## config.mk

```make
export PLATFORM = sky130hd
export DESIGN_NAME = outstanding_request_tracker_core
export DESIGN_NICKNAME = d
export VERILOG_FILES = /design/src/ort_pkg.sv /design/src/outstanding_request_tracker_core.sv /design/src/ort_entry_ram.sv
export SDC_FILE = /design/constraint.sdc
export NUM_CORES = 2
export LEC_CHECK = 0
export BUFFER_PORTS_ARGS = -buffer_cell sky130_fd_sc_hd__buf_2
export CORE_MARGIN = 1.5
export CORE_UTILIZATION = 25
export CTS_BUF_LIST = sky130_fd_sc_hd__clkbuf_4 sky130_fd_sc_hd__clkbuf_8
export CTS_CLUSTER_DIAMETER = 80
export DETAILED_ROUTE_END_ITERATION = 6
export HOLD_SLACK_MARGIN = 0.08
export SYNTH_ARGS = -nofsm -noshare
export SYNTH_HDL_FRONTEND = slang
export SYNTH_SLANG_ARGS = --single-unit
```

## constraint.sdc

```tcl
create_clock -name clock -period 44.3 [get_ports clock]
set_input_delay 4.43 -clock clock [delete_from_list [all_inputs] [get_ports clock]]
set_output_delay 4.43 -clock clock [all_outputs]
set_load 0.02 [all_outputs]
```

## src/ort_pkg.sv

```systemverilog
`default_nettype none

package ort_pkg;

   localparam int ID_W = 32;
   localparam int STATUS_W = 32;
   localparam int COUNT_W = 32;
   localparam int OUTSTANDING_W = 7;

   // Command codes of an input item
   localparam logic CMD_ISSUE = 1'b0;
   localparam logic CMD_REPLY = 1'b1;

   typedef enum logic [2:0] {
      KIND_ISSUED       = 3'd0,
      KIND_FULL         = 3'd1,
      KIND_IN_ORDER     = 3'd2,
      KIND_OUT_OF_ORDER = 3'd3,
      KIND_UNMATCHED    = 3'd4
   } kind_type;

   typedef struct packed {
      logic                       command;
      logic                       awaited;
      logic                       expects_body;
      logic [ID_W-1:0]            reply_id;
      logic signed [STATUS_W-1:0] reply_status;
   } req_type;

   typedef struct packed {
      kind_type                   kind;
      logic [ID_W-1:0]            txn_id;
      logic                       was_awaited;
      logic                       carried_result;
      logic signed [STATUS_W-1:0] status;
      logic [OUTSTANDING_W-1:0]   outstanding;
      logic [COUNT_W-1:0]         sent_count;
      logic [COUNT_W-1:0]         retired_count;
      logic [COUNT_W-1:0]         read_count;
      logic [COUNT_W-1:0]         out_of_order_count;
      logic [COUNT_W-1:0]         unmatched_count;
   } rsp_type;

   typedef struct packed {
      logic [ID_W-1:0] id;
      logic            expects_body;
      logic            awaited;
   } entry_type;

endpackage

`default_nettype wire

```

## src/outstanding_request_tracker_core.sv

```systemverilog
`default_nettype none

// Channel  Direction  Handshake            Payload
// req      in         req_valid/req_stall  req_type
// rsp      out        rsp_valid/rsp_stall  rsp_type
//
// Issue: accept, then result. Full reject: accept, then result.
// Reply: the entry table has one read and one write port, so the id scan
// reads one entry at a time up to the match, and closing the gap moves each
// entry behind it one slot lower, one entry at a time.
// reset clears counts and control; table contents need no clearing.
// req_stall is high while an item is in work; a stalled result holds.

module outstanding_request_tracker_core
   import ort_pkg::*;
#(
   parameter int TABLE_DEPTH = 64
) (
   input  wire          clock,
   input  wire          reset,
   input  wire          req_valid,
   output logic         req_stall,
   input  wire req_type req_data,
   output logic         rsp_valid,
   input  wire          rsp_stall,
   output rsp_type      rsp_data
);

   localparam int IDX_W = $clog2(TABLE_DEPTH);
   localparam int CNT_W = $clog2(TABLE_DEPTH + 1);
   localparam logic [CNT_W-1:0] DEPTH_C = CNT_W'(TABLE_DEPTH);

   typedef enum logic [1:0] {
      ST_IDLE,
      ST_SEARCH,
      ST_SHIFT,
      ST_FINISH
   } state_type;

   state_type state_ff, state_in;
   logic [CNT_W-1:0] total_ff, total_in;
   logic [ID_W-1:0] next_id_ff, next_id_in;
   logic [COUNT_W-1:0] sent_ff, sent_in;
   logic [COUNT_W-1:0] retired_ff, retired_in;
   logic [COUNT_W-1:0] read_ff, read_in;
   logic [COUNT_W-1:0] ooo_ff, ooo_in;
   logic [COUNT_W-1:0] unmatched_ff, unmatched_in;

   logic [ID_W-1:0] reply_id_ff, reply_id_in;
   logic signed [STATUS_W-1:0] reply_status_ff, reply_status_in;

   logic [CNT_W-1:0] scan_ff, scan_in;
   logic chk_ff, chk_in;
   logic [IDX_W-1:0] chk_idx_ff, chk_idx_in;
   logic [CNT_W-1:0] mv_ff, mv_in;
   logic wr_pend_ff, wr_pend_in;
   logic [IDX_W-1:0] wr_idx_ff, wr_idx_in;

   kind_type res_kind_ff, res_kind_in;
   logic [ID_W-1:0] res_id_ff, res_id_in;
   logic res_aw_ff, res_aw_in;
   logic res_res_ff, res_res_in;
   logic signed [STATUS_W-1:0] res_status_ff, res_status_in;

   logic rsp_valid_ff, rsp_valid_in;
   rsp_type rsp_data_ff, rsp_data_in;
   logic load;

   logic wr_en;
   logic [IDX_W-1:0] wr_addr;
   entry_type wr_data;
   logic [IDX_W-1:0] rd_addr;
   entry_type rd_data;
   logic [CNT_W+OUTSTANDING_W-1:0] total_ext;

   ort_entry_ram #(
      .DEPTH  (TABLE_DEPTH),
      .ADDR_W (IDX_W)
   ) u_ram (
      .clock   (clock),
      .wr_en   (wr_en),
      .wr_addr (wr_addr),
      .wr_data (wr_data),
      .rd_addr (rd_addr),
      .rd_data (rd_data)
   );

   assign req_stall = (state_ff != ST_IDLE);
   assign rsp_valid = rsp_valid_ff;
   assign rsp_data = rsp_data_ff;
   assign total_ext = {{OUTSTANDING_W{1'b0}}, total_ff};

   always_comb begin
      state_in = state_ff;
      total_in = total_ff;
      next_id_in = next_id_ff;
      sent_in = sent_ff;
      retired_in = retired_ff;
      read_in = read_ff;
      ooo_in = ooo_ff;
      unmatched_in = unmatched_ff;
      reply_id_in = reply_id_ff;
      reply_status_in = reply_status_ff;
      scan_in = scan_ff;
      chk_in = chk_ff;
      chk_idx_in = chk_idx_ff;
      mv_in = mv_ff;
      wr_pend_in = wr_pend_ff;
      wr_idx_in = wr_idx_ff;
      res_kind_in = res_kind_ff;
      res_id_in = res_id_ff;
      res_aw_in = res_aw_ff;
      res_res_in = res_res_ff;
      res_status_in = res_status_ff;
      wr_en = 1'b0;
      wr_addr = total_ff[IDX_W-1:0];
      wr_data = '{id: next_id_ff, expects_body: req_data.expects_body,
                  awaited: req_data.awaited};
      rd_addr = scan_ff[IDX_W-1:0];
      load = 1'b0;

      unique case (state_ff)
         ST_IDLE: begin
            if (req_valid) begin
               if (req_data.command == CMD_ISSUE) begin
                  res_status_in = '0;
                  if (total_ff == DEPTH_C) begin
                     res_kind_in = KIND_FULL;
                     res_id_in = '0;
                     res_aw_in = 1'b0;
                     res_res_in = 1'b0;
                  end else begin
                     wr_en = 1'b1;
                     total_in = total_ff + CNT_W'(1);
                     next_id_in = next_id_ff + ID_W'(1);
                     if (!req_data.awaited) begin
                        sent_in = sent_ff + COUNT_W'(1);
                     end
                     res_kind_in = KIND_ISSUED;
                     res_id_in = next_id_ff;
                     res_aw_in = req_data.awaited;
                     res_res_in = req_data.expects_body;
                  end
                  state_in = ST_FINISH;
               end else begin
                  reply_id_in = req_data.reply_id;
                  reply_status_in = req_data.reply_status;
                  scan_in = '0;
                  chk_in = 1'b0;
                  state_in = ST_SEARCH;
               end
            end
         end
         ST_SEARCH: begin
            if (chk_ff && rd_data.id == reply_id_ff) begin
               // head match retires in order, anything later out of order
               if (chk_idx_ff == '0) begin
                  res_kind_in = KIND_IN_ORDER;
               end else begin
                  res_kind_in = KIND_OUT_OF_ORDER;
                  ooo_in = ooo_ff + COUNT_W'(1);
               end
               retired_in = retired_ff + COUNT_W'(1);
               if (rd_data.expects_body && reply_status_ff == '0) begin
                  read_in = read_ff + COUNT_W'(1);
               end
               res_id_in = reply_id_ff;
               res_aw_in = rd_data.awaited;
               res_res_in = rd_data.expects_body;
               res_status_in = reply_status_ff;
               mv_in = CNT_W'(chk_idx_ff) + CNT_W'(1);
               wr_pend_in = 1'b0;
               chk_in = 1'b0;
               state_in = ST_SHIFT;
            end else if (scan_ff < total_ff) begin
               chk_in = 1'b1;
               chk_idx_in = scan_ff[IDX_W-1:0];
               scan_in = scan_ff + CNT_W'(1);
            end else if (!chk_ff) begin
               unmatched_in = unmatched_ff + COUNT_W'(1);
               res_kind_in = KIND_UNMATCHED;
               res_id_in = reply_id_ff;
               res_aw_in = 1'b0;
               res_res_in = 1'b0;
               res_status_in = '0;
               state_in = ST_FINISH;
            end else begin
               chk_in = 1'b0;
            end
         end
         ST_SHIFT: begin
            // read one entry ahead, write it one slot lower next cycle
            if (wr_pend_ff) begin
               wr_en = 1'b1;
               wr_addr = wr_idx_ff;
               wr_data = rd_data;
            end
            rd_addr = mv_ff[IDX_W-1:0];
            if (mv_ff < total_ff) begin
               wr_pend_in = 1'b1;
               wr_idx_in = mv_ff[IDX_W-1:0] - IDX_W'(1);
               mv_in = mv_ff + CNT_W'(1);
            end else begin
               wr_pend_in = 1'b0;
               if (!wr_pend_ff) begin
                  total_in = total_ff - CNT_W'(1);
                  state_in = ST_FINISH;
               end
            end
         end
         ST_FINISH: begin
            if (!rsp_valid_ff || !rsp_stall) begin
               load = 1'b1;
               state_in = ST_IDLE;
            end
         end
         default: begin
            state_in = ST_IDLE;
         end
      endcase

      rsp_valid_in = load | (rsp_valid_ff & rsp_stall);

      rsp_data_in.kind = res_kind_ff;
      rsp_data_in.txn_id = res_id_ff;
      rsp_data_in.was_awaited = res_aw_ff;
      rsp_data_in.carried_result = res_res_ff;
      rsp_data_in.status = res_status_ff;
      rsp_data_in.outstanding = total_ext[OUTSTANDING_W-1:0];
      rsp_data_in.sent_count = sent_ff;
      rsp_data_in.retired_count = retired_ff;
      rsp_data_in.read_count = read_ff;
      rsp_data_in.out_of_order_count = ooo_ff;
      rsp_data_in.unmatched_count = unmatched_ff;
   end

   always_ff @(posedge clock) begin
      if (reset) begin
         state_ff <= ST_IDLE;
         total_ff <= '0;
         next_id_ff <= ID_W'(1);
         sent_ff <= '0;
         retired_ff <= '0;
         read_ff <= '0;
         ooo_ff <= '0;
         unmatched_ff <= '0;
         chk_ff <= 1'b0;
         wr_pend_ff <= 1'b0;
         rsp_valid_ff <= 1'b0;
      end else begin
         state_ff <= state_in;
         total_ff <= total_in;
         next_id_ff <= next_id_in;
         sent_ff <= sent_in;
         retired_ff <= retired_in;
         read_ff <= read_in;
         ooo_ff <= ooo_in;
         unmatched_ff <= unmatched_in;
         chk_ff <= chk_in;
         wr_pend_ff <= wr_pend_in;
         rsp_valid_ff <= rsp_valid_in;
      end
      reply_id_ff <= reply_id_in;
      reply_status_ff <= reply_status_in;
      scan_ff <= scan_in;
      chk_idx_ff <= chk_idx_in;
      mv_ff <= mv_in;
      wr_idx_ff <= wr_idx_in;
      res_kind_ff <= res_kind_in;
      res_id_ff <= res_id_in;
      res_aw_ff <= res_aw_in;
      res_res_ff <= res_res_in;
      res_status_ff <= res_status_in;
      if (load) begin
         rsp_data_ff <= rsp_data_in;
      end
   end

endmodule

`default_nettype wire

```

## src/ort_entry_ram.sv

```systemverilog
`default_nettype none

module ort_entry_ram
   import ort_pkg::*;
#(
   parameter int DEPTH = 64,
   parameter int ADDR_W = $clog2(DEPTH)
) (
   input  wire              clock,
   input  wire              wr_en,
   input  wire [ADDR_W-1:0] wr_addr,
   input  wire entry_type   wr_data,
   input  wire [ADDR_W-1:0] rd_addr,
   output entry_type        rd_data
);

   entry_type mem [DEPTH];

   always_ff @(posedge clock) begin
      if (wr_en) begin
         mem[wr_addr] <= wr_data;
      end
      rd_data <= mem[rd_addr];
   end

endmodule

`default_nettype wire
```

==> results.json <==
{
  "outcome": "completed",
  "cts_tree": "built",
  "routabilityCongestion": 0.8598,
  "num_vias": 56960,
  "synth_compound_area_share_pct": 4.662,
  "dp_hpwl_mm": 182.7,
  "instances_no_fill": 11960,
  "insertion_delay_ns": 1.05,
  "syn_area_sq_mm": 0.1070,
  "grt_pass1_vias": 55700,
  "fin_skew_ns": 0.1543,
  "slew_headroom_pct": 13.14,
  "grt_max_degree": 162,
  "ys_types": 65,
  "grt-ovfl-total": 0,
  "dr.first_iter.drc_count": 7749,
  "n_fill_cell": 41420,
  "crit_fanout": 34,
  "power.internal_w": 0.004580,
  "antenna_found_initial": 25,
  "clkSinkCount": 2809,
  "p_total_w": 0.006526,
  "grt_pass1_wl_mm": 418.8,
  "holdBufCountCts": 0,
  "drc_errors": 0,
  "yosys.area_share.simple_pct": 3.931,
  "grtUsageMet3_pct": 3.152,
  "root_buffer": "clkbuf_8",
  "p_sw_w": 0.001947,
  "core-area_sq_mm": 0.4267,
  "pre_cts_ws_ns": 36.04,
  "ys_top_cells_by_count": "edfxtp_1 (2571), mux4_2 (544), dfxtp_1 (238), nor2_1 (221), clkbuf_1 (220)",
  "setup_violations": 0,
  "dieArea_sq_mm": 0.4319,
  "hold_viol_final": 0,
  "use_met2_pct": 21.44,
  "wire_per_inst_um": 25.13,
  "cts_setup_buffers": 0,
  "placed_cells": 11200,
  "clkTransAtPathRegs_ns": 0.06,
  "grt.busiest_layer": "met2",
  "power_frac_seq_pct": 47.2,
  "muxShareOfSynthArea_pct": 12.33,
  "first_pass_iters": 6,
  "peakVddDrop_mv": 0.04556,
  "cts_max_level": 5,
  "synth_top_family_by_area": "multiplexers",
  "port_buffers": 308,
  "clkPwrFrac_pct": 32.3,
  "hold_path.class": "reg2reg",
  "holdCritStartpoint": "res_status_ff[17]",
  "setup_tns_ns": 0,
  "synth_xor_area_share_pct": 0.8514,
  "start_util_pct": 25.07,
  "yosysWarnings": 0,
  "die_x_um": 657.2,
  "r2r-end": "u_ram.rd_data[29]",
  "r2r-start": "state_ff[0]",
  "drive_gt1_share_pct": 28.40,
  "final_max_slew_viol_count": 0,
  "final_nets": 6033,
  "rows": 240,
  "seq_area_frac_synth_pct": 76.62,
  "synth.net_count": 5517,
  "yosysTopAreaCellShare_pct": 72.16,
  "ys.flop_type": "edfxtp_1",
  "grt_use_met1_pct": 17.76,
  "critPathRequiredTime_ns": 44.84,
  "cp-end-kind": "register",
  "synthTopCellsByArea": "edfxtp_1 (72%), mux4_2 (11%), dfxtp_1 (4.5%)",
  "leakagePower_nw": 42.18,
  "track_usage_pct": 13.32,
  "syn_to_final_growth_pct": 16.09,
  "fmax_ghz": 0.1340,
  "hold_depth": 0,
  "synth-edff-count": 2571,
  "start_kind": "input pin",
  "synth.ff_latch_count": 2809,
  "syn_area_per_cell_sq_um": 19.76,
  "routed_wirelength_mm": 300.5,
  "ios": 309,
  "p_sw_share_pct": 29.83,
  "power_density_mw_per_mm2": 52.55,
  "fin_crit_ns": 7.461,
  "worstRegToRegCells": 13,
  "antenna_left": 0,
  "worstSetupPathType": "in2reg",
  "cts_inserted_buffers": 415,
  "arrival_ns": 8.00,
  "via_per_inst": 4.764,
  "yosysMostFrequentCell": "edfxtp_1",
  "cts_max_path_buffers": 4,
  "async_flop_share_pct": 0,
  "rsz0062_at_grt": "no",
  "die_h_um": 657.2,
  "r2r_slack_ns": 37.61,
  "min_to": "rsp_data[184]",
  "power_frac_comb_pct": 20.5,
  "ctsResizeCount": 0,
  "synth_cells": 5415,
  "synthAdderAreaFrac_pct": 0.3696,
  "final.setup.worst_slack_ns": 36.84,
  "hold_slack_ns": 0.4148,
  "worst_pin_slew_ns": 1.300,
  "drv_cap": 0,
  "synth_area_leader_cell": "edfxtp_1",
  "post-route-period-util_pct": 16.84
}
-- cells by family after synthesis --
family,count (synthesis)
AO/OA/AOI/OAI,680
XOR/XNOR,104
multiplexers,629
flip-flops,2809
AND/OR/NAND/NOR,815
adder cells (fa/ha/maj),31
buffers and inverters,347
-- through the flow --
| stage | instance area (sq um) | utilization [%] |
|---|---|---|
| finish | 124200 | 29.11 |
| global route | 124200 | 29.10 |
| CTS | 124200 | 29.10 |
| detailed placement | 115900 | 27.17 |
| global placement | 115900 | 27.17 |
| floorplan | 107000 | - |
-- worst max-delay path, stage by stage --
cell      delay (ns)
buf_2           0.12
nand3b_1        0.37
o21ai_0         0.83
nand2_1         1.02
nor2_4          1.18
-- sequential cells by signal (all words and copies together), names as in the netlist, 7 cells and up --
register,count
mv_ff,7
next_id_ff,32
ooo_ff,32
read_ff,32
reply_id_ff,32
reply_status_ff,32
res_id_ff,32
res_status_ff,32
retired_ff,32
rsp_data,236
scan_ff,7
sent_ff,32
total_ff,7
u_ram.mem,2176
u_ram.rd_data,34
unmatched_ff,32
-- placed cells by master, fill, tap and decap left out, drive strengths merged, types with 27 or more instances in the layout --
cell type / n
buf: 396
or2: 43
xnor2: 55
o21ai: 53
nor3: 37
inv: 57
or3: 43
a21oi: 148
ha: 30
nand2: 126
o311ai: 42
a221oi: 65
mux2: 67
clkbuf: 568
xor2: 49
a22oi: 129
nand4: 56
mux4: 544
and2: 45
or4: 27
o41ai: 47
a22o: 99
dfxtp: 238
nor2: 221
o221ai: 34
nor4: 39
clkinv: 143
edfxtp: 2571
nand3: 89
-- cell type report --
type / count / area (sq um) / area share [%]
well taps: 5687 / 7116 / 5.729
flip-flops and latches: 2809 / 81970 / 66.00
repair buffers: 396 / 2271 / 1.828
clock buffers: 568 / 6979 / 5.619
clock inverters: 178 / 1255 / 1.010
diodes: 9 / 22.52 / 0.01813
multi-input cells: 2259 / 24400 / 19.64
inverters: 50 / 187.7 / 0.1511
-- how the worst max path moves through the flow --
stage / cells after the start / startpoint / to / slack, ns
floorplan: 1 / rsp_stall / rsp_data[0] / 21.74
global placement: 5 / req_data[66] / u_ram.mem[37][30] / 35.96
detailed placement: 6 / req_data[66] / u_ram.mem[53][12] / 36.04
CTS: 5 / req_data[66] / u_ram.mem[5][11] / 37.07
global route: 5 / req_data[66] / u_ram.mem[5][17] / 36.86
finish: 5 / req_data[66] / u_ram.mem[5][23] / 36.84
-- per-layer routing --
metal / wire [um] / share of wire, % / up-vias
met5: 96 / 0.032 / -
met4: 9603 / 3.2 / 12
met3: 29860 / 9.9 / 478
met2: 141100 / 47 / 2981
met1: 119800 / 40 / 29910
li1: - / - / 23580
-- power groups by stage --
stage / combinational (W) / sequential (W) / clock [W]
2_1_floorplan: 0.000847 / 0.00315 / 0
3_3_place_gp: 0.00133 / 0.00313 / 0
3_5_place_dp: 0.00134 / 0.00313 / 0
4_1_cts: 0.00134 / 0.00308 / 0.00215
5_1_grt: 0.00141 / 0.00308 / 0.00225
6_report: 0.00134 / 0.00308 / 0.00211
No activity file was read; power rests on OpenSTA's default activity.
